===== src/design/kmd_pkg.sv =====
// ----------------------------------------------------------------------------
// kmd_pkg
// Shared widths, record layout, command and status types of the merge unit.
// ----------------------------------------------------------------------------
package kmd_pkg;

    localparam int MAX_SOURCES = 16;
    localparam int IDX_W       = $clog2(MAX_SOURCES);
    localparam int CNT_W       = IDX_W + 1;

    // record field widths
    localparam int ID_W   = 32;
    localparam int DIFF_W = 16;
    localparam int REC_W  = 5 * ID_W + DIFF_W + 1;
    // heap entry: record, then source index as the final tie-break
    localparam int ENT_W  = REC_W + IDX_W;

    // record layout, most significant field first
    localparam int FR_LSB  = REC_W - ID_W;
    localparam int SR_LSB  = FR_LSB - ID_W;
    localparam int FO_LSB  = SR_LSB - ID_W;
    localparam int LEN_LSB = FO_LSB - ID_W;
    localparam int SO_LSB  = LEN_LSB - ID_W;
    localparam int DC_LSB  = SO_LSB - DIFF_W;

    // heap write data select
    localparam logic [1:0] WR_CARRY = 2'd0;
    localparam logic [1:0] WR_RDA   = 2'd1;
    localparam logic [1:0] WR_RDB   = 2'd2;

    // result kinds
    localparam logic KIND_RECORD  = 1'b0;
    localparam logic KIND_REQUEST = 1'b1;

    typedef struct packed {
        logic             ld_carry_in;
        logic [IDX_W-1:0] in_src;
        logic             rd_en;
        logic [IDX_W-1:0] rd_addr_a;
        logic [IDX_W-1:0] rd_addr_b;
        logic             wr_en;
        logic [IDX_W-1:0] wr_addr;
        logic [1:0]       wr_sel;
        logic             ld_carry_a;
        logic             ld_popped_b;
        logic             ld_pending;
        logic             out_ld;
        logic             out_kind;
        logic [IDX_W-1:0] out_src;
        logic             out_pending;
        logic             out_done;
        logic             out_last;
    } t_cmd;

    typedef struct packed {
        logic             c_lt_a;
        logic             a_lt_c;
        logic             b_lt_c;
        logic             b_lt_a;
        logic             pair_eq;
        logic             longer;
        logic [IDX_W-1:0] popped_src;
    } t_stat;

    typedef struct packed {
        logic             kind;
        logic [IDX_W-1:0] src;
        logic [REC_W-1:0] rec;
        logic             done;
        logic             last;
    } t_res;

endpackage


===== src/design/kmd_ram.sv =====
// ----------------------------------------------------------------------------
// kmd_ram
// Generic RAM: one write port, two registered read ports.
// ----------------------------------------------------------------------------
module kmd_ram #(
    parameter int WIDTH = 8,
    parameter int DEPTH = 16
) (
    input  logic                     i_clk,
    input  logic                     i_we,
    input  logic [$clog2(DEPTH)-1:0] i_waddr,
    input  logic [WIDTH-1:0]         i_wdata,
    input  logic                     i_re,
    input  logic [$clog2(DEPTH)-1:0] i_raddr_a,
    input  logic [$clog2(DEPTH)-1:0] i_raddr_b,
    output logic [WIDTH-1:0]         o_rdata_a,
    output logic [WIDTH-1:0]         o_rdata_b
);

    logic [WIDTH-1:0] r_mem [DEPTH];

    // write port
    always_ff @(posedge i_clk) begin
        if (i_we) begin
            r_mem[i_waddr] <= i_wdata;
        end
    end

    // registered reads
    always_ff @(posedge i_clk) begin
        if (i_re) begin
            o_rdata_a <= r_mem[i_raddr_a];
            o_rdata_b <= r_mem[i_raddr_b];
        end
    end

endmodule


===== src/design/kmd_dp.sv =====
// ----------------------------------------------------------------------------
// kmd_dp
// Heap storage, entry compares, popped and pending records, result register.
// ----------------------------------------------------------------------------
module kmd_dp (
    input  logic                      i_clk,
    input  logic [kmd_pkg::REC_W-1:0] i_rec,
    input  kmd_pkg::t_cmd             i_cmd,
    output kmd_pkg::t_stat            o_stat,
    output kmd_pkg::t_res             o_res
);
    import kmd_pkg::*;

    logic [ENT_W-1:0] r_carry;
    logic [ENT_W-1:0] r_popped;
    logic [REC_W-1:0] r_pending;
    t_res             r_res;
    logic [ENT_W-1:0] rd_a, rd_b;
    logic [ENT_W-1:0] wr_data;

    // heap entries
    kmd_ram #(
        .WIDTH (ENT_W),
        .DEPTH (MAX_SOURCES)
    ) u_heap (
        .i_clk     (i_clk),
        .i_we      (i_cmd.wr_en),
        .i_waddr   (i_cmd.wr_addr),
        .i_wdata   (wr_data),
        .i_re      (i_cmd.rd_en),
        .i_raddr_a (i_cmd.rd_addr_a),
        .i_raddr_b (i_cmd.rd_addr_b),
        .o_rdata_a (rd_a),
        .o_rdata_b (rd_b)
    );

    always_comb begin
        case (i_cmd.wr_sel)
            WR_RDA:  wr_data = rd_a;
            WR_RDB:  wr_data = rd_b;
            default: wr_data = r_carry;
        endcase
    end

    // record order then source index is one unsigned compare
    assign o_stat.c_lt_a     = r_carry < rd_a;
    assign o_stat.a_lt_c     = rd_a < r_carry;
    assign o_stat.b_lt_c     = rd_b < r_carry;
    assign o_stat.b_lt_a     = rd_b < rd_a;
    assign o_stat.pair_eq    = r_popped[ENT_W-1:IDX_W+SR_LSB] == r_pending[REC_W-1:SR_LSB];
    assign o_stat.longer     = r_popped[IDX_W+LEN_LSB +: ID_W] > r_pending[LEN_LSB +: ID_W];
    assign o_stat.popped_src = r_popped[IDX_W-1:0];

    // record registers
    always_ff @(posedge i_clk) begin
        if (i_cmd.ld_carry_in) begin
            r_carry <= {i_rec, i_cmd.in_src};
        end else if (i_cmd.ld_carry_a) begin
            r_carry <= rd_a;
        end
        if (i_cmd.ld_popped_b) begin
            r_popped <= rd_b;
        end
        if (i_cmd.ld_pending) begin
            r_pending <= r_popped[ENT_W-1:IDX_W];
        end
    end

    // result register, old pending value is sent on a flush
    always_ff @(posedge i_clk) begin
        if (i_cmd.out_ld) begin
            r_res.kind <= i_cmd.out_kind;
            r_res.src  <= i_cmd.out_src;
            r_res.rec  <= i_cmd.out_pending ? r_pending : '0;
            r_res.done <= i_cmd.out_done;
            r_res.last <= i_cmd.out_last;
        end
    end

    assign o_res = r_res;

endmodule


===== config.mk =====
export PLATFORM = sky130hd
export DESIGN_NAME = kmd_dp
export DESIGN_NICKNAME = d
export VERILOG_FILES = /design/src/design/kmd_pkg.sv /design/src/design/kmd_ram.sv /design/src/design/kmd_dp.sv
export SDC_FILE = /design/constraint.sdc
export NUM_CORES = 2
export LEC_CHECK = 0
export BUFFER_PORTS_ARGS = -buffer_cell sky130_fd_sc_hd__buf_2
export CAP_MARGIN = 10
export CORE_ASPECT_RATIO = 1.25
export CORE_MARGIN = 2
export CORE_UTILIZATION = 30
export CTS_CLUSTER_DIAMETER = 30
export CTS_CLUSTER_SIZE = 25
export DETAILED_ROUTE_END_ITERATION = 10
export PLACE_DENSITY = 0.52
export SETUP_SLACK_MARGIN = 0.02
export SYNTH_ARGS = -nofsm -noshare
export SYNTH_HDL_FRONTEND = slang
export SYNTH_SLANG_ARGS = --single-unit

===== constraint.sdc =====
create_clock -name i_clk -period 38.6 [get_ports i_clk]
set_clock_uncertainty 0.2 [all_clocks]
set_input_delay 7.72 -clock i_clk [delete_from_list [all_inputs] [get_ports i_clk]]
set_output_delay 7.72 -clock i_clk [all_outputs]
set_load 0.02 [all_outputs]

* After elaboration in Yosys (flattened, before gate mapping)
Memory sizes are Yosys's and may differ from the RTL's. A register that Yosys moved wholly into a read port is not among the register bits.
Index checks and enable logic that the tools add are counted.
** Word-level totals
- Register bits after elaboration :: 723
- Bits in writable memories :: 2896
- Input port bits :: 211
- Word-level logic and storage cells :: 23
- Memories kept :: 1
** Memory list
- u_heap.r_mem :: words 16, bits a word 181, read ports 2, clocked after memory_dff 2, wr ports 1, RTL line kmd_ram.sv:20 : logic [WIDTH-1:0] r_mem [DEPTH];
** Cells by class
- $lt $le $gt $ge :: 5
- Equal/unequal tests :: 3
- Multiplexer cells :: 5
- Reductions and logical operators :: 1
** Operator list (count)
- $lt 181x181->1 :: 4
- $mux 181 :: 2
- $pmux 181 s2 :: 1
- $eq 64x64->1 :: 1
- $gt 32x32->1 :: 1
- $eq 2x1->1 const B :: 1
- $eq 2x2->1 const B :: 1
- $mux 1 :: 2
- $reduce_bool 2->1 :: 1

* Depth between registers and ports, before layout
- Depth in word-level cells :: 2
- Gate-level depth with buffers :: 10

* Hierarchy
A second synthesis with hierarchy kept.
** Unflattened totals
- Cell total of the unflattened synthesis :: 10267
- Area total of the unflattened synthesis :: 182428.7 µm²
** Modules (own cells, without submodules)
- kmd_ram :: instances 1, cells an instance 6564, area an instance 140624.9 µm², sequential area each 97833.8 µm²
- kmd_dp :: instances 1, cells an instance 3703, area an instance 41803.8 µm², sequential area each 21710.8 µm²

* Least setup slack after synthesis
OpenSTA, ideal clock, no wires.
- Kind :: input to register
- From :: input port i_cmd[16] in the netlist's numbering
- To :: memory u_heap.r_mem[0][0] in the netlist's numbering (enable)
- Setup time :: 946 ps
- Arrival :: 20426 ps
- Required time :: 37454 ps
- Slack :: 17028 ps
- Cell stages on the path :: 2
- Path through :: or3b_2 -> nor3_1
** RTL lines
- from (decl) :: RTL line kmd_dp.sv:8 : input kmd_pkg::t_cmd i_cmd,
- to (decl) :: RTL line kmd_ram.sv:20
Straight into the memory's write port.

==> qor.csv <==
metric,value,unit
input/output buffers,404,
Sw Share,24.89,%
total CTS buffers,692,
clock slew at reported path FFs,0.05,ns
DR DRC count,0,
Cells after Synth,9255,
Congestion Overflow GR,0,
CP Launch Type,flip-flop,
fin nets,10850,
initial antenna violation count,43,
first-pass detailed-route iteration total,6,
"Data arrival, critical path",6.01,ns
Max Root-Sink Buffers,4,
syn_area_per_cell,19.74,µm²
clk sinks,3981,
Die W,702.0,µm
worst r2r dst,u_heap.r_mem[13][3],
crit-path max FO,3,
r2r setup slk,36.09,ns
hold-fix buffers at CTS,0,
drt wl/cell,31.42,µm
row count,320,
Clock Power Share,50.5,%
switching pwr,0.003114,W
Hold Crit Class,flip-flop to flip-flop,
vias in the first global route,108500,
worst setup path end,o_stat[9],
Critical Path Most Common Cell,nand4_1,
hold_ws,0.2060,ns
Die Ht,876.5,µm
DRT iter0 DRCs,9476,
Slew HR,13.40,%
Inst Count DP,17390,
Pwr Density,57.12,nW/µm²
Synth area leaders,"edfxtp_1, mux4_2, ha_1",
worst vdd ir,50.71,µV
"Cell Chain, Critical Path",ha_1 -> nand4_1 -> nor4_1 -> nand4_1 -> nor4_4 -> buf_8 -> nand4b_1 -> a31oi_1 -> nor3_1 -> buf_4 -> nor2_1 -> buf_2,
dpl hpwl,355900,µm
most frequently used flop master after synthesis,edfxtp_1,
Root Buffer,clkbuf_16,
area of the die,615300,µm²
CP max stage cell,a31oi_1,
YS warnings,0,
sequential share of power,41.2,%
htree depth,6,
mapped cell area,182700,µm²
Post-synth EDFFs,3981,
ratio of cells with drive above 1 in the final layout,34.51,%
core footprint,607000,µm²
Vias/cell,5.389,
fin. max-slew vios,0,
Fillers,56040,
Area growth syn-to-layout,19.91,%
final hold vios,0,
CTS tree,done,
final clock period utilization by the worst path,36.09,%
final worst path period need,13.93,ns
"count leader, synth",edfxtp_1,
routability cong.,0.8456,
RSZ-0062 raised after global routing,false,
Lkg Pwr,74.05,nW
Worst Path Required,30.68,ns
initial core utilization,30.10,%
crit end category,output port,
Final Power,0.01251,W
worst r2r path cells,2,
"Distinct cells, synth",62,
multi-input logic area,59350,µm²
final core utilization,36.09,%
largest net degree at the start of global routing,117,
worst-skew pair later-pin latency,1.07,ns
Routed WL,588800,µm
Antenna Nets Post-Route,0,
"top cells by count, synth","edfxtp_1, mux4_2, ha_1",
sequential share of the synthesized area,65.44,%
DR vias,101000,
TNS Setup,0,ns
first-pass GRT wire length,826700,µm
final cell count without fillers,18740,
sequential cell area,119500,µm²
Highest Clock Rate,71.79,MHz
Comb power frac,8.4,%
Max-Cap Viols,0,
worst slew pin tran,1.285,ns
top-area cell type share of the netlist area,65.44,%
Min-Delay Path Depth,0,
number of setup buffers added after CTS,0,
"Largest stage delay, worst path",0.90,ns
GRT Resource Usage Total,18.70,%
Yosys reg bits,3981,
crit path from,u_heap.o_rdata_a[172],
dominant cell type by area after synthesis,edfxtp_1,
# IOs,405,
Setup CP Type,flip-flop to output port,
ys async rst share,0,%
post-CTS sizing,0,
syn_nets,10040,
reg2reg start,u_heap.o_rdata_b[3],
Final Setup Violations,0,
Internal,0.009399,W
status,"finished, final reports clean",
==> worst max-delay path, delay by kind of cell, from the launching register on <==
kind	cells	cell delay, ns
DFF	1	0.44
buffers and inverters	3	0.63
and+or+nand+nor	7	2.52
AOI/OAI and AO/OA	1	0.90
adders and majority gates	1	0.34
==> how the worst min path moves through the flow <==
| stage | startpoint | end |
|---|---|---|
| finish | r_popped[102] | r_pending[98] |
| detailed placement | r_popped[15] | r_pending[11] |
| global placement | r_popped[42] | r_pending[38] |
| floorplan | r_popped[4] | r_pending[0] |
| CTS | r_popped[102] | r_pending[98] |
| global route | r_popped[102] | r_pending[98] |
==> layout by cell type, fill, tap and decap left out, types with 23 or more instances in the layout <==
cell	n
clkinv_1	62
inv_6	97
clkinvlp_4	77
buf_2	390
nand4_1	105
nand2_1	279
a221oi_1	198
ha_1	573
nand3_1	35
clkbuf_1	47
clkinv_2	99
a211oi_1	38
xor2_1	64
nor2b_1	30
clkinv_4	56
nor4_1	32
a21oi_1	377
diode_2	23
a21o_1	135
bufinv_16	83
inv_1	402
inv_8	33
buf_4	245
nor2_1	45
o21ai_0	257
clkbuf_16	704
mux4_2	1789
and2_1	180
edfxtp_1	3981
==> per-stage QoR <==
step	worst slack (ns)	cell area, µm²
finish	24.67	219100
global route	24.59	219000
CTS	24.49	218800
detailed placement	24.43	194600
global placement	24.35	194500
floorplan	17.03	182700
==> layout make-up <==
class / instances / share of cell area [%]
flip-flops and latches: 3981 / 54.57
multi-input cells: 4318 / 27.09
clock buffers: 751 / 8.122
well taps: 8050 / 4.598
clock inverters: 548 / 2.933
repair buffers: 665 / 1.969
inverters: 402 / 0.6888
diodes: 23 / 0.02627
==> cells by family after synthesis <==
logic type / share of synthesized area (%)
AND/OR/NAND/NOR: 2.259
flip-flops: 65.44
AO/OA/AOI/OAI: 3.709
multiplexers: 22.17
adder cells (fa/ha/maj): 3.938
XOR/XNOR: 0.3068
buffers and inverters: 2.183
==> state kept, by name (all words and copies together) (netlist names) <==
signal,count
o_res,184
r_popped,181
u_heap.r_mem,2896
r_pending,177
u_heap.o_rdata_a,181
u_heap.o_rdata_b,181
r_carry,181
==> power groups by stage <==
| stage | registers, W | clock network (W) | logic (W) |
|---|---|---|---|
| after floorplan | 0.00520 | 0 | 0.000650 |
| after global placement | 0.00523 | 0 | 0.00103 |
| after detailed placement | 0.00523 | 0 | 0.00105 |
| after CTS | 0.00515 | 0.00641 | 0.00106 |
| after global routing | 0.00516 | 0.00659 | 0.00114 |
| final | 0.00515 | 0.00631 | 0.00105 |
==> routing by layer <==
layer | vias up | share of wire [%] | wire length [µm] | global-route usage, %
met1 | 54700 | 38 | 224000 | 22.57
li1 | 41310 | - | - | -
met3 | 1039 | 5.2 | 30810 | 2.399
met4 | 14 | 4.9 | 28590 | 8.373
met2 | 3912 | 52 | 305400 | 33.29
met5 | - | 0.014 | 82 | 0
Power figures use the tool's default switching activity.
