**src/design/kmd_pkg.sv**
```systemverilog
// ----------------------------------------------------------------------------
// kmd_pkg
// Shared widths, record layout, command and status types of the merge unit.
// ----------------------------------------------------------------------------
package kmd_pkg;

    localparam int MAX_SOURCES = 16;
    localparam int IDX_W       = $clog2(MAX_SOURCES);
    localparam int CNT_W       = IDX_W + 1;

    // record field widths
    localparam int ID_W   = 32;
    localparam int DIFF_W = 16;
    localparam int REC_W  = 5 * ID_W + DIFF_W + 1;
    // heap entry: record, then source index as the final tie-break
    localparam int ENT_W  = REC_W + IDX_W;

    // record layout, most significant field first
    localparam int FR_LSB  = REC_W - ID_W;
    localparam int SR_LSB  = FR_LSB - ID_W;
    localparam int FO_LSB  = SR_LSB - ID_W;
    localparam int LEN_LSB = FO_LSB - ID_W;
    localparam int SO_LSB  = LEN_LSB - ID_W;
    localparam int DC_LSB  = SO_LSB - DIFF_W;

    // heap write data select
    localparam logic [1:0] WR_CARRY = 2'd0;
    localparam logic [1:0] WR_RDA   = 2'd1;
    localparam logic [1:0] WR_RDB   = 2'd2;

    // result kinds
    localparam logic KIND_RECORD  = 1'b0;
    localparam logic KIND_REQUEST = 1'b1;

    typedef struct packed {
        logic             ld_carry_in;
        logic [IDX_W-1:0] in_src;
        logic             rd_en;
        logic [IDX_W-1:0] rd_addr_a;
        logic [IDX_W-1:0] rd_addr_b;
        logic             wr_en;
        logic [IDX_W-1:0] wr_addr;
        logic [1:0]       wr_sel;
        logic             ld_carry_a;
        logic             ld_popped_b;
        logic             ld_pending;
        logic             out_ld;
        logic             out_kind;
        logic [IDX_W-1:0] out_src;
        logic             out_pending;
        logic             out_done;
        logic             out_last;
    } t_cmd;

    typedef struct packed {
        logic             c_lt_a;
        logic             a_lt_c;
        logic             b_lt_c;
        logic             b_lt_a;
        logic             pair_eq;
        logic             longer;
        logic [IDX_W-1:0] popped_src;
    } t_stat;

    typedef struct packed {
        logic             kind;
        logic [IDX_W-1:0] src;
        logic [REC_W-1:0] rec;
        logic             done;
        logic             last;
    } t_res;

endpackage

```
**src/design/kmd_ctrl.sv**
```systemverilog
// ----------------------------------------------------------------------------
// kmd_ctrl
// Sequencer: fill phase, heap sift up and down, dedup and result issue.
// ----------------------------------------------------------------------------
module kmd_ctrl (
    input  logic                  i_clk,
    input  logic                  i_rst_n,
    input  logic                  i_cfg_we,
    input  logic [kmd_pkg::CNT_W-1:0] i_cfg_wdata,
    input  logic                  i_in_valid,
    input  logic                  i_in_empty,
    output logic                  o_in_ready,
    input  logic                  i_out_ready,
    output logic                  o_out_valid,
    input  kmd_pkg::t_stat        i_stat,
    output kmd_pkg::t_cmd         o_cmd
);
    import kmd_pkg::*;

    localparam logic [3:0] S_IDLE     = 4'd0;
    localparam logic [3:0] S_PUSH_RD  = 4'd1;
    localparam logic [3:0] S_PUSH_CMP = 4'd2;
    localparam logic [3:0] S_FILL_NXT = 4'd3;
    localparam logic [3:0] S_DEDUP    = 4'd4;
    localparam logic [3:0] S_ADV      = 4'd5;
    localparam logic [3:0] S_POP_LD   = 4'd6;
    localparam logic [3:0] S_SIFT_RD  = 4'd7;
    localparam logic [3:0] S_SIFT_CMP = 4'd8;
    localparam logic [3:0] S_EMIT_REQ = 4'd9;

    logic [3:0]       r_state, n_state;
    logic [CNT_W-1:0] r_size, n_size;
    logic [CNT_W-1:0] r_fill, n_fill;
    logic [IDX_W-1:0] r_idx, n_idx;
    logic             r_merging, n_merging;
    logic             r_pend_valid, n_pend_valid;
    logic             r_out_valid, n_out_valid;
    logic [CNT_W-1:0] r_scount;

    logic             accept;
    logic             out_free;
    logic [CNT_W-1:0] cnt_eff;
    logic [CNT_W-1:0] fill_inc;
    logic [IDX_W-1:0] parent;
    logic [CNT_W-1:0] left, right;
    logic             pick_a, pick_b;
    logic [3:0]       push_done_state;
    t_cmd             cmd;

    assign accept      = i_in_valid && o_in_ready;
    assign o_in_ready  = (r_state == S_IDLE);
    assign out_free    = !r_out_valid || i_out_ready;
    assign o_out_valid = r_out_valid;
    assign o_cmd       = cmd;

    // clamp the source count into its legal range
    always_comb begin
        if (r_scount == '0) begin
            cnt_eff = CNT_W'(1);
        end else if (r_scount > CNT_W'(MAX_SOURCES)) begin
            cnt_eff = CNT_W'(MAX_SOURCES);
        end else begin
            cnt_eff = r_scount;
        end
    end

    assign fill_inc        = r_fill + CNT_W'(1);
    assign parent          = (r_idx - IDX_W'(1)) >> 1;
    assign left            = {r_idx, 1'b1};
    assign right           = left + CNT_W'(1);
    assign pick_a          = i_stat.a_lt_c;
    assign pick_b          = (right < r_size) && (pick_a ? i_stat.b_lt_a : i_stat.b_lt_c);
    assign push_done_state = r_merging ? S_DEDUP : S_FILL_NXT;

    // next state and datapath commands
    always_comb begin
        n_state      = r_state;
        n_size       = r_size;
        n_fill       = r_fill;
        n_idx        = r_idx;
        n_merging    = r_merging;
        n_pend_valid = r_pend_valid;
        cmd          = '0;

        case (r_state)
            S_IDLE: begin
                if (accept) begin
                    if (!i_in_empty && (r_size < CNT_W'(MAX_SOURCES))) begin
                        cmd.ld_carry_in = 1'b1;
                        cmd.in_src      = r_merging ? i_stat.popped_src : r_fill[IDX_W-1:0];
                        n_idx           = r_size[IDX_W-1:0];
                        n_state         = S_PUSH_RD;
                    end else begin
                        n_state = r_merging ? S_DEDUP : S_FILL_NXT;
                    end
                end
            end
            S_PUSH_RD: begin
                if (r_idx == '0) begin
                    cmd.wr_en   = 1'b1;
                    cmd.wr_addr = r_idx;
                    cmd.wr_sel  = WR_CARRY;
                    n_size      = r_size + CNT_W'(1);
                    n_state     = push_done_state;
                end else begin
                    cmd.rd_en     = 1'b1;
                    cmd.rd_addr_a = parent;
                    n_state       = S_PUSH_CMP;
                end
            end
            S_PUSH_CMP: begin
                // move the parent down while the new entry is smaller
                cmd.wr_en   = 1'b1;
                cmd.wr_addr = r_idx;
                if (i_stat.c_lt_a) begin
                    cmd.wr_sel = WR_RDA;
                    n_idx      = parent;
                    n_state    = S_PUSH_RD;
                end else begin
                    cmd.wr_sel = WR_CARRY;
                    n_size     = r_size + CNT_W'(1);
                    n_state    = push_done_state;
                end
            end
            S_FILL_NXT: begin
                if (fill_inc < cnt_eff) begin
                    if (out_free) begin
                        cmd.out_ld   = 1'b1;
                        cmd.out_kind = KIND_REQUEST;
                        cmd.out_src  = fill_inc[IDX_W-1:0];
                        cmd.out_last = 1'b1;
                        n_fill       = fill_inc;
                        n_state      = S_IDLE;
                    end
                end else begin
                    n_fill    = fill_inc;
                    n_merging = 1'b1;
                    n_state   = S_ADV;
                end
            end
            S_DEDUP: begin
                if (r_pend_valid && i_stat.pair_eq) begin
                    cmd.ld_pending = i_stat.longer;
                    n_state        = S_ADV;
                end else if (!r_pend_valid) begin
                    cmd.ld_pending = 1'b1;
                    n_pend_valid   = 1'b1;
                    n_state        = S_ADV;
                end else if (out_free) begin
                    // flush the old pair, keep the new one
                    cmd.out_ld      = 1'b1;
                    cmd.out_kind    = KIND_RECORD;
                    cmd.out_pending = 1'b1;
                    cmd.ld_pending  = 1'b1;
                    n_state         = S_ADV;
                end
            end
            S_ADV: begin
                if (r_size != '0) begin
                    cmd.rd_en     = 1'b1;
                    cmd.rd_addr_b = '0;
                    cmd.rd_addr_a = IDX_W'(r_size - CNT_W'(1));
                    n_size        = r_size - CNT_W'(1);
                    n_state       = S_POP_LD;
                end else if (!r_pend_valid || out_free) begin
                    if (r_pend_valid) begin
                        cmd.out_ld      = 1'b1;
                        cmd.out_kind    = KIND_RECORD;
                        cmd.out_pending = 1'b1;
                        cmd.out_done    = 1'b1;
                        cmd.out_last    = 1'b1;
                    end
                    n_merging    = 1'b0;
                    n_fill       = '0;
                    n_pend_valid = 1'b0;
                    n_state      = S_IDLE;
                end
            end
            S_POP_LD: begin
                // root out, last entry becomes the carried value
                cmd.ld_popped_b = 1'b1;
                cmd.ld_carry_a  = 1'b1;
                n_idx           = '0;
                n_state         = (r_size == '0) ? S_EMIT_REQ : S_SIFT_RD;
            end
            S_SIFT_RD: begin
                if (left >= r_size) begin
                    cmd.wr_en   = 1'b1;
                    cmd.wr_addr = r_idx;
                    cmd.wr_sel  = WR_CARRY;
                    n_state     = S_EMIT_REQ;
                end else begin
                    cmd.rd_en     = 1'b1;
                    cmd.rd_addr_a = left[IDX_W-1:0];
                    cmd.rd_addr_b = right[IDX_W-1:0];
                    n_state       = S_SIFT_CMP;
                end
            end
            S_SIFT_CMP: begin
                cmd.wr_en   = 1'b1;
                cmd.wr_addr = r_idx;
                if (pick_b) begin
                    cmd.wr_sel = WR_RDB;
                    n_idx      = right[IDX_W-1:0];
                    n_state    = S_SIFT_RD;
                end else if (pick_a) begin
                    cmd.wr_sel = WR_RDA;
                    n_idx      = left[IDX_W-1:0];
                    n_state    = S_SIFT_RD;
                end else begin
                    cmd.wr_sel = WR_CARRY;
                    n_state    = S_EMIT_REQ;
                end
            end
            S_EMIT_REQ: begin
                if (out_free) begin
                    cmd.out_ld   = 1'b1;
                    cmd.out_kind = KIND_REQUEST;
                    cmd.out_src  = i_stat.popped_src;
                    cmd.out_last = 1'b1;
                    n_state      = S_IDLE;
                end
            end
            default: begin
                n_state = S_IDLE;
            end
        endcase
    end

    // hold the result until the sink takes it
    always_comb begin
        if (cmd.out_ld) begin
            n_out_valid = 1'b1;
        end else if (i_out_ready) begin
            n_out_valid = 1'b0;
        end else begin
            n_out_valid = r_out_valid;
        end
    end

    // control registers
    always_ff @(posedge i_clk) begin
        if (!i_rst_n) begin
            r_state      <= S_IDLE;
            r_size       <= '0;
            r_fill       <= '0;
            r_idx        <= '0;
            r_merging    <= 1'b0;
            r_pend_valid <= 1'b0;
            r_out_valid  <= 1'b0;
            r_scount     <= CNT_W'(1);
        end else begin
            r_state      <= n_state;
            r_size       <= n_size;
            r_fill       <= n_fill;
            r_idx        <= n_idx;
            r_merging    <= n_merging;
            r_pend_valid <= n_pend_valid;
            r_out_valid  <= n_out_valid;
            if (i_cfg_we) begin
                r_scount <= i_cfg_wdata;
            end
        end
    end

endmodule

```
**config.mk**
```make
export PLATFORM = sky130hd
export DESIGN_NAME = kmd_ctrl
export DESIGN_NICKNAME = d
export VERILOG_FILES = /design/src/design/kmd_pkg.sv /design/src/design/kmd_ctrl.sv
export SDC_FILE = /design/constraint.sdc
export NUM_CORES = 1
export LEC_CHECK = 0
export ABC_AREA = 1
export BUFFER_PORTS_ARGS = -buffer_cell sky130_fd_sc_hd__buf_4
export CAP_MARGIN = 5
export CORE_MARGIN = 4
export CORE_UTILIZATION = 50
export DETAILED_ROUTE_END_ITERATION = 8
export GPL_TIMING_DRIVEN = 0
export PLACE_DENSITY = 0.78
export RECOVER_POWER = 100
export SYNTH_ARGS = -nofsm -noshare
export SYNTH_HDL_FRONTEND = slang
export SYNTH_SLANG_ARGS = --single-unit
```
**constraint.sdc**
```tcl
create_clock -name i_clk -period 2.2 [get_ports i_clk]
set_input_delay 0.11 -clock i_clk [delete_from_list [all_inputs] [get_ports i_clk]]
set_output_delay 0.11 -clock i_clk [all_outputs]
set_load 0.005 [all_outputs]
```
* Yosys cells after proc, flatten, opt, wreduce, memory -nomap -nowiden *
Cells that the tools add are included.

word-level totals
  input port bits = 21
  output and inout bits = 35
  bits in registers = 26
  RAM bits = 0
  memories = 0
  latch bits = 0
  ROM bits = 0

operators by class
  reductions and logical operators = 25
  eq/ne operators = 23
  bitwise logic cells = 0
  div/mod/pow operators = 0
  $lt $le $gt $ge = 5
  mux-type cells = 83
  add/subtract/negate cells = 5
  multiply operators = 0
  shift operators = 0

operators with widths
  kind                   count
  $mux W4                17
  $mux W5                13
  $pmux W4 S10           1
  $pmux W5 S3            2
  $pmux W7 S4            1
  $mux W3                8
  $mux W1                18
  $mux W6                3
  $mux W9                2
  $eq A4 B3 Y1 const B   4
  $ne A2 B2 Y1 const B   8
  $pmux W4 S2            2
  $pmux W4 S4            1
  $reduce_and A4 Y1      4
  $add A5 B1 Y5 const B  3
  $mux W2                7
  $mux W7                2
  $logic_not A5 Y1       2
  $lt A5 B5 Y1           2
  $pmux W5 S2            1
  $ne A3 B3 Y1 const B   3
  $eq A4 B2 Y1 const B   2
  $eq A4 B4 Y1 const B   2
  $logic_not A4 Y1       2
  20 further kinds       31

* Depth between registers and ports, before layout *
Gate-level depths: netlist of the first run.

  word-level depth = 7
  gate-level depth with buffers = 15
  depth with buffers taken out = 15

* Worst setup path before layout of the first run *
OpenSTA, ideal clock, no wires.

  path kind = register to register
  from = reg r_idx[0]
  to = reg r_state[2]
  cell stages (with the launch flop) = 13
  arrival = 2.002 ns
  path slack = 0.128 ns
  clock period less this slack = 2.072 ns
  data required time = 2.130 ns
  library setup time = 0.070 ns
  buffers on the path = 0
  cells stage by stage = dfxtp_1 inv_1 ha_1 ha_1 nand2_1 nand2_1 nand2_1 nand4_1 nor2_1 nor2_1 nand3_1 nand2_1 a21oi_1

between the ends
  cells in the longest elaborated chain, start to end = 5
  elaborated cells between the ends (all ways) = 7
  classes of those cells = add/sub: 1; order compare: 1; mux: 3; reduce/logical: 2

RTL lines
  what                    RTL line         text
  from (decl)             kmd_ctrl.sv:34   logic [IDX_W-1:0] r_idx, n_idx;
  from (signal assigned)  kmd_ctrl.sv:256  r_idx <= n_idx;
  $add A5 B1 Y5           kmd_ctrl.sv:70   assign right = left + CNT_W'(1);
  $lt A5 B5 Y1            kmd_ctrl.sv:72   assign pick_b = (right < r_size) && (pick_a ? i_stat.b_lt_a : i_stat.b_lt_c);
  $logic_and A1 B1 Y1     kmd_ctrl.sv:72
  $mux W4                 kmd_ctrl.sv:202  if (pick_b) begin
  $pmux W4 S10 (*)        kmd_ctrl.sv:85   case (r_state)
  to (signal assigned)    kmd_ctrl.sv:253  r_state <= n_state;
  to (decl)               kmd_ctrl.sv:31   logic [3:0] r_state, n_state;

Mark *: on every way between the ends. The rest lies on a longest branch, timed or not.
A chain may end at the register's enable or synchronous reset.

==> key figures, run 1 <==
Floorplanning
  • Die span in y: 77.9 um
  • Die area: 6080 um^2
  • Placeable core area: 4720 um^2
  • Number of placement rows: 25
  • Horizontal die dimension: 77.9 um
  • Starting density of the core: 51.8%
  • Number of placed I/O pins: 56

Hold path
  • Startpoint of the lowest-slack hold path: i_cfg_wdata[0]
  • Path class of the lowest-slack min-delay path: in2reg

Finish
  • Final instance count without filler cells: 563
  • Layout Nets: 536
  • Fraction of final layout cells with drive strength greater than 1: 35.5%
  • Number of antenna repair diodes: 0
  • P&R area growth vs syn: 43.5%
  • Fillers: 387

Pwr
  • Share of total power in combinational logic: 70.1%
  • Leakage power total: 1.77 nW
  • Internal Power: 2.02 mW
  • Proportion of power drawn by flip-flops and latches: 19.1%
  • Clock power share: 10.8%
  • Areal power density over the cells: 1110 nW/um^2
  • Peak supply drop: 0.764 mV
  • Total Power: 3.89 mW
  • Sw power: 1.87 mW
  • Net Sw Frac: 48.1%

Setup path
  • Worst flop-to-flop path startpoint: r_fill[0]
  • Critical Path Source: r_fill[0]
  • CP Data Arrival Time: 2.35 ns
  • Category of the critical setup timing path: reg2out
  • Worst Path Max Fanout: 6
  • Required time at the endpoint of the critical path: 2.09 ns
  • CP Launch Type: flip-flop
  • Worst Setup End Kind: output pin

Clock tree
  • Clock Sinks: 26
  • Clock Path Buffers: 2
  • Number of hold buffers added after cts: 0
  • TritonCTS buffer count: 3
  • Clock network latency to the later pin of the worst-skew pair: 0.28 ns
  • Clock transition at the registers of the reported paths: 0.10 ns
  • CTS Root Cell: sky130_fd_sc_hd__clkbuf_8
  • H-Tree Level Count: 1
  • CTS tree: built

Synth
  • Fraction of post-synthesis cell area in the top cell type by area: 21.3%
  • Sequential fraction of the synthesis area: 21.3%
  • Number of nets in the synthesized netlist: 444
  • Largest cells by area after synthesis: sky130_fd_sc_hd__dfxtp_1 (21%), sky130_fd_sc_hd__nand2_1 (14%), sky130_fd_sc_hd__nor2_1 (10%)
  • Dominant cell type by area after synthesis: sky130_fd_sc_hd__dfxtp_1
  • Area of the mapped netlist: 2450 um^2
  • Average cell area after synthesis: 6.04 um^2
  • Number of synthesis warnings: 0
  • Count of cell types in the netlist: 37
  • Flop and latch count out of synthesis: 26
  • Instance count of the mapped netlist: 405

Route
  • Drt wl/cell: 14.5 um
  • Sum of routed wire length over all layers: 8160 um
  • Number of iterations in the first detailed-routing pass: 5
  • Number of violations reported at the end of detailed-routing iteration 0: 199
  • Drc violations: 0
  • Remaining antenna violation count: 0
  • Total vias in the final route: 3037
  • Drt via density: 5.39

STA
  • Fin Setup TNS: -2.82 ns
  • Final Max Slew Viols: 0
  • Final Hold Fails: 0
  • RSZ-0062 raised after global routing: yes
  • Highest clock rate: 406 MHz
  • Clock tree skew after final layout: 0.00198 ns
  • Part of the cycle the worst path needs: 112%
  • Worst-case setup margin in the final layout: -0.262 ns
  • Endpoints failing setup: 21
  • Final worst path period need: 2.46 ns

Job
  • Number of max-cap violations: 0

GRT
  • Number of global-route vias before repair: 2844
  • First-pass GRT wire length: 12700 um
  • Final global-route overflow total: 0
  • Number of antenna violations at the first check in global routing: 0
  • Maximum number of pins on one net before global-route repair: 16
  • Global routing usage summed across all routing layers: 25.4%

Placed design
  • Detail Placement HPWL: 5470 um
  • Final weighted congestion of routability-driven global placement: 0.959
  • Placed instance count: 526
  • IO Port Bufs: 54

Outcome
  • Violations in the final reports: negative setup slack
  • Status: complete, but fails checks
[cells in the final DEF (no fill, tap or decap), types with 4 or more instances in the layout]
cell type                   n
sky130_fd_sc_hd__ha_1      14
sky130_fd_sc_hd__nor2_1    59
sky130_fd_sc_hd__nand3_2    4
sky130_fd_sc_hd__clkbuf_4   8
sky130_fd_sc_hd__a21oi_1   22
sky130_fd_sc_hd__o21ai_0   17
sky130_fd_sc_hd__ha_4       4
sky130_fd_sc_hd__nand3_1   26
sky130_fd_sc_hd__o21ai_1   11
sky130_fd_sc_hd__dfxtp_1   15
sky130_fd_sc_hd__o21ai_2    4
sky130_fd_sc_hd__dfxtp_2    5
sky130_fd_sc_hd__nand2_1   88
sky130_fd_sc_hd__nor2_2     9
sky130_fd_sc_hd__buf_4     73
sky130_fd_sc_hd__buf_6      8
sky130_fd_sc_hd__inv_2     14
sky130_fd_sc_hd__dfxtp_4    6
sky130_fd_sc_hd__xor2_1     7
sky130_fd_sc_hd__nor2_4     5
sky130_fd_sc_hd__inv_1     43
sky130_fd_sc_hd__nand2_2    9
sky130_fd_sc_hd__a21oi_2    5
[timing repair]
action	CTS	global route
pin swaps	16	21
buffers inserted	24	11
resized for setup	52	41
setup endpoints to repair	27	31
[sequential cells by signal, indices dropped and copies added, names as in the netlist]
| name | flops |
|---|---|
| r_state | 4 |
| r_idx | 4 |
| r_scount | 5 |
| o_out_valid | 1 |
| r_fill | 5 |
| r_size | 5 |
| r_pend_valid | 1 |
| r_merging | 1 |
[per-stage QoR]
step	util (%)	setup WS (ns)	hold WS [ns]	cell area, um^2
2_1_floorplan	-	0.128	0.221	2450
3_3_place_gp	62.1	-0.262	0.324	2940
3_5_place_dp	62.1	-0.326	0.329	2940
6_report	74.3	-0.262	0.0331	3510
4_1_cts	70.8	-0.155	0.0340	3350
5_1_grt	74.3	-0.349	0.0523	3510
[routing by layer]
metal  part of all wire, %  wire [um]  up-vias  track usage (%)
met4                   4.3        353        0             9.79
met2                    48       3930      149             43.9
met3                   7.4        604       39             4.06
li1                      -          -     1479                -
met5                     0          0        -                0
met1                    40       3270     1370             31.3
[worst max-delay path: stages (launching register included)]
cell                      delay (ns)
sky130_fd_sc_hd__dfxtp_4        0.39
sky130_fd_sc_hd__ha_4           0.17
sky130_fd_sc_hd__nand3_4        0.09
sky130_fd_sc_hd__xnor2_2        0.16
sky130_fd_sc_hd__ha_1           0.31
sky130_fd_sc_hd__a21o_1         0.21
sky130_fd_sc_hd__nor2_4         0.13
sky130_fd_sc_hd__nand2_2        0.08
sky130_fd_sc_hd__inv_2          0.09
sky130_fd_sc_hd__nand3_4        0.12
sky130_fd_sc_hd__o21ai_2        0.19
sky130_fd_sc_hd__buf_4          0.14
[worst paths after layout]
check | to | slack, ns | cells past startpoint
worst max-delay path | o_cmd[5] | -0.26 | 11
worst min-delay path | r_scount[0] | 0.03 | 3
worst max register to register | r_state[2] | -0.19 | 15
worst min register to register | r_scount[0] | 0.49 | 2
[area by class of cell]
type | instances | area, um^2 | share of cell area [%]
timing repair buffer | 87 | 669 | 19.1
sequential | 26 | 549 | 15.6
clock inverter | 1 | 30.0 | 0.855
inverter | 60 | 233 | 6.63
buffer | 6 | 45.0 | 1.28
clock buffer | 3 | 41.3 | 1.18
tap | 67 | 83.8 | 2.39
multi-input combinational | 313 | 1860 | 53.0
[synthesized netlist by cell type, drive strengths merged]
cell type	count
dfxtp	26
or2	1
ha	18
a21o	1
buf	4
nand3b	2
xor2	8
o22ai	1
o21ai	32
nor2	74
o2111ai	1
o21a	1
a21oi	27
clkbuf	2
a31oi	2
conb	1
nand3	33
nor3	5
o211ai	1
nand2	99
nand4	2
o221ai	2
inv	60
xnor2	2
[kinds of logic after synthesis]
logic type	Yosys count	synth area share [%]
AOI/OAI and AO/OA	68	15.1
xor gates and xnor gates	10	3.58
adders and majority gates	18	9.21
buffers and inverters	66	10.6
DFF	26	21.3
other	1	0.153
and+or+nand+nor	216	40.0
[power by group through the flow]
stage / Combinational (mW) / Clock, mW / Sequential, mW
final: 2.72 / 0.418 / 0.743
after global routing: 2.98 / 0.441 / 0.752
after CTS: 2.36 / 0.421 / 0.736
after detailed placement: 1.94 / 0 / 0.715
after global placement: 1.91 / 0 / 0.711
after floorplan: 1.44 / 0 / 0.679
Power figures use the tool's default switching activity.
==> inputs of run 2 (changes only) <==
--- a/config.mk
+++ b/config.mk
@@ -5,14 +5,12 @@
 export SDC_FILE = /design/constraint.sdc
 export NUM_CORES = 1
 export LEC_CHECK = 0
-export ABC_AREA = 1
 export BUFFER_PORTS_ARGS = -buffer_cell sky130_fd_sc_hd__buf_4
 export CAP_MARGIN = 5
-export CORE_MARGIN = 4
 export CORE_UTILIZATION = 50
 export DETAILED_ROUTE_END_ITERATION = 8
 export GPL_TIMING_DRIVEN = 0
-export PLACE_DENSITY = 0.78
+export PLACE_DENSITY = 0.77
 export RECOVER_POWER = 100
 export SYNTH_ARGS = -nofsm -noshare
 export SYNTH_HDL_FRONTEND = slang
==> run 2 against run 1 <==
Die area decreased by 12%. Worst hold slack improved by 0.015 ns. Highest routed layer unchanged. Largest cell class unchanged. The run still ends with negative setup slack left. Flip-flop and latch count unchanged. Critical endpoint unchanged.
==> key figures, run 2 <==
Synth
  • Dominant cell type by area after synthesis: sky130_fd_sc_hd__dfxtp_1
  • Library cell with the highest instance count after synthesis: sky130_fd_sc_hd__nor2_1
  • Instance count of the mapped netlist: 320
  • Largest cells by area after synthesis: sky130_fd_sc_hd__dfxtp_1 (21%), sky130_fd_sc_hd__ha_1 (8.9%), sky130_fd_sc_hd__mux2i_1 (7.1%)
  • Number of synthesis warnings: 0
  • Flop and latch count out of synthesis: 26
  • Number of flops mapped to enable cells by yosys: 0
  • Number of nets in the synthesized netlist: 359
  • Average cell area after synthesis: 7.93 um^2
  • Main synth FF type: sky130_fd_sc_hd__dfxtp_1
  • Sequential fraction of the synthesis area: 20.5%
  • Area of the mapped netlist: 2540 um^2
  • Leading cell types by count after synthesis: sky130_fd_sc_hd__nor2_1 (30), sky130_fd_sc_hd__nand2_1 (27), sky130_fd_sc_hd__dfxtp_1 (26), sky130_fd_sc_hd__inv_1 (19)
  • Fraction of registers with async set/reset: 0%
  • Fraction of post-synthesis cell area in the top cell type by area: 20.5%
  • Count of cell types in the netlist: 68

Route
  • Drt wl/cell: 21.7 um
  • Drt via density: 6.79
  • Number of violations reported at the end of detailed-routing iteration 0: 388
  • Remaining antenna violation count: 0
  • Drc violations: 0
  • Number of iterations in the first detailed-routing pass: 5
  • Total vias in the final route: 3327
  • Sum of routed wire length over all layers: 10600 um

Placed design
  • Final weighted congestion of routability-driven global placement: 0.911
  • IO Port Bufs: 53
  • Setup slack after placement: -0.529 ns
  • Detail Placement HPWL: 5720 um

STA
  • Endpoints failing setup: 24
  • Clock tree skew after final layout: 0.00841 ns
  • Highest clock rate: 360 MHz
  • Slew Limit Headroom: 52.0%
  • Slew at the pin closest to its max-slew limit: 0.711 ns
  • Worst-case setup margin in the final layout: -0.574 ns
  • Final-layout worst hold slack: 0.0479 ns
  • Final Max Slew Viols: 0
  • Final worst path period need: 2.77 ns
  • Fin Setup TNS: -7.85 ns
  • Final Hold Fails: 0
  • Part of the cycle the worst path needs: 126%
  • RSZ-0062 raised after global routing: yes

Setup path
  • Series of cell instances along the critical path: ha_4 -> buf_6 -> xor2_2 -> ha_1 -> and3_4 -> a221o_1 -> a31oi_4 -> buf_6 -> a32o_1 -> buf_4
  • Worst path depth: 10
  • Register-to-register setup slack: -0.50 ns
  • Worst Path Max Fanout: 5
  • Most numerous cell on the critical path: sky130_fd_sc_hd__buf_6
  • Worst Setup End Kind: output pin
  • CP Launch Type: flip-flop
  • Worst flop-to-flop path startpoint: r_fill[0]
  • Worst r2r dst: r_fill[2]
  • Required time at the endpoint of the critical path: 2.09 ns
  • Critical Path Source: r_fill[0]
  • Gate family responsible for the most delay along the worst path: compound AO/OA/AOI/OAI gates
  • CP Data Arrival Time: 2.66 ns
  • Cell at the slowest stage of the critical path: sky130_fd_sc_hd__dfxtp_4
  • R2R cell count: 11
  • Buffers plus inverters on the worst setup path: 3
  • Category of the critical setup timing path: reg2out
  • Worst setup path end: o_cmd[5]
  • Worst path max stage delay: 0.40 ns

Clock tree
  • Clock Sinks: 26
  • H-Tree Level Count: 1
  • Clock Path Buffers: 2
  • CTS Root Cell: sky130_fd_sc_hd__clkbuf_8
  • TritonCTS buffer count: 3
  • Clock network latency to the later pin of the worst-skew pair: 0.29 ns
  • Clock transition at the registers of the reported paths: 0.10 ns
  • CTS tree: built

Finish
  • Fraction of final layout cells with drive strength greater than 1: 43.7%
  • P&R area growth vs syn: 55.9%
  • Layout Nets: 463
  • Number of antenna repair diodes: 0
  • Most common cell after layout, fill and taps aside: sky130_fd_sc_hd__buf_4
  • Leading registers by flop count: r_fill x5, r_scount x5, r_size x5
  • Post-layout util: 82.2%
  • Top library cells by usage in the layout, fill and taps aside: sky130_fd_sc_hd__buf_4 (93), sky130_fd_sc_hd__nor2_1 (29), sky130_fd_sc_hd__nand2_1 (25)
  • Fillers: 298

Job
  • Number of max-cap violations: 0

Floorplanning
  • Placeable core area: 4820 um^2
  • Die area: 5370 um^2
  • Starting density of the core: 52.7%
  • Number of placed I/O pins: 56
  • Die span in y: 73.3 um
  • Horizontal die dimension: 73.3 um
  • Number of placement rows: 25

GRT
  • First-pass GRT wire length: 12900 um
  • Maximum number of pins on one net before global-route repair: 16
  • Number of global-route vias before repair: 2685
  • Final global-route overflow total: 0
  • Number of antenna violations at the first check in global routing: 0
  • Global routing usage summed across all routing layers: 31.5%

Pwr
  • Peak supply drop: 0.579 mV
  • Leakage power total: 1.66 nW
  • Areal power density over the cells: 934 nW/um^2

Outcome
  • Status: complete, but fails checks
  • Violations in the final reports: negative setup slack

Hold path
  • Path class of the lowest-slack min-delay path: in2reg
## run 2: cell count changes after synthesis, moves of 8 or more
cell                       before  now
sky130_fd_sc_hd__nand3_1       32   12
sky130_fd_sc_hd__nor2_1        65   30
sky130_fd_sc_hd__nand2_1       92   27
sky130_fd_sc_hd__inv_1         50   19
sky130_fd_sc_hd__a31oi_1        2   10
sky130_fd_sc_hd__inv_2         10    0
sky130_fd_sc_hd__o21ai_1       10    1
sky130_fd_sc_hd__a21oi_1       26   15
sky130_fd_sc_hd__mux2i_1        0   18
sky130_fd_sc_hd__nand2b_1       0    8
## run 2: worst reg2reg max path: stages (launching register included)
cell and delay [ns]:
sky130_fd_sc_hd__dfxtp_4 0.38, sky130_fd_sc_hd__ha_4 0.19, sky130_fd_sc_hd__buf_6 0.12, sky130_fd_sc_hd__xor2_2 0.15, sky130_fd_sc_hd__ha_1 0.28, sky130_fd_sc_hd__and3_4 0.20, sky130_fd_sc_hd__a221o_1 0.24, sky130_fd_sc_hd__buf_4 0.14
sky130_fd_sc_hd__a311o_1 0.17, sky130_fd_sc_hd__buf_6 0.13, sky130_fd_sc_hd__or3b_1 0.34, sky130_fd_sc_hd__a32o_1 0.25
## run 2: kinds of logic (layout without fill, tap and decap cells)
kind of cell	after synthesis	count (layout)	share of synthesized area, %
DFF	26	26	20.5
AOI/OAI and AO/OA	88	88	24.5
adders and majority gates	18	18	8.87
xor gates and xnor gates	10	10	3.45
other	1	1	0.148
buffers and inverters	41	144	8.97
and+or+nand+nor	118	118	26.5
muxes	18	18	7.10
## run 2: per-layer routing
metal / track usage, % / share of wire [%] / vias to the layer above
met5: 0 / 0 / -
met4: 12.6 / 6.2 / 0
met3: 6.45 / 11 / 90
met2: 52.6 / 46 / 301
met1: 39.5 / 37 / 1545
li1: - / - / 1391
## run 2: final cells by class
cell class	instances	area, um^2	area share (%)
clock inverter	1	30.0	0.759
timing repair buffer	101	785	19.8
inverter	19	85.1	2.15
sequential	26	552	13.9
tap	67	83.8	2.12
buffer	20	150	3.79
clock buffer	3	41.3	1.04
multi-input combinational	253	2230	56.4
## run 2: where the power goes
part	switching [mW]	internal, mW	total [mW]
Sequential	0.122	0.549	0.671
Clock	0.178	0.244	0.422
Combinational	1.42	1.18	2.60
## run 2: timing repair
action / CTS / global route
pin swaps: 26 / 20
gates resized for setup: 57 / 40
endpoints found under the setup margin: 39 / 37
hold buffers: 0 / 0
gates cloned: 0 / 0
setup buffers: 23 / 26
## run 2: worst min-delay path by stage
stage             endpoint  depth (start not counted)            from
2_1_floorplan  r_scount[0]                          2  i_cfg_wdata[0]
3_3_place_gp   r_scount[0]                          3  i_cfg_wdata[0]
3_5_place_dp   r_scount[0]                          3  i_cfg_wdata[0]
4_1_cts        r_scount[0]                          3  i_cfg_wdata[0]
5_1_grt        r_scount[1]                          3  i_cfg_wdata[1]
6_report       r_scount[0]                          3  i_cfg_wdata[0]
## run 2: per-stage QoR
step / cells / total power, mW / cell area [um^2]
floorplan: 320 / 1.77 / 2570
global placement: 440 / 2.20 / 3060
detailed placement: 440 / 2.23 / 3060
CTS: 465 / 3.11 / 3560
global route: 490 / 3.83 / 3960
finish: 490 / 3.70 / 3960
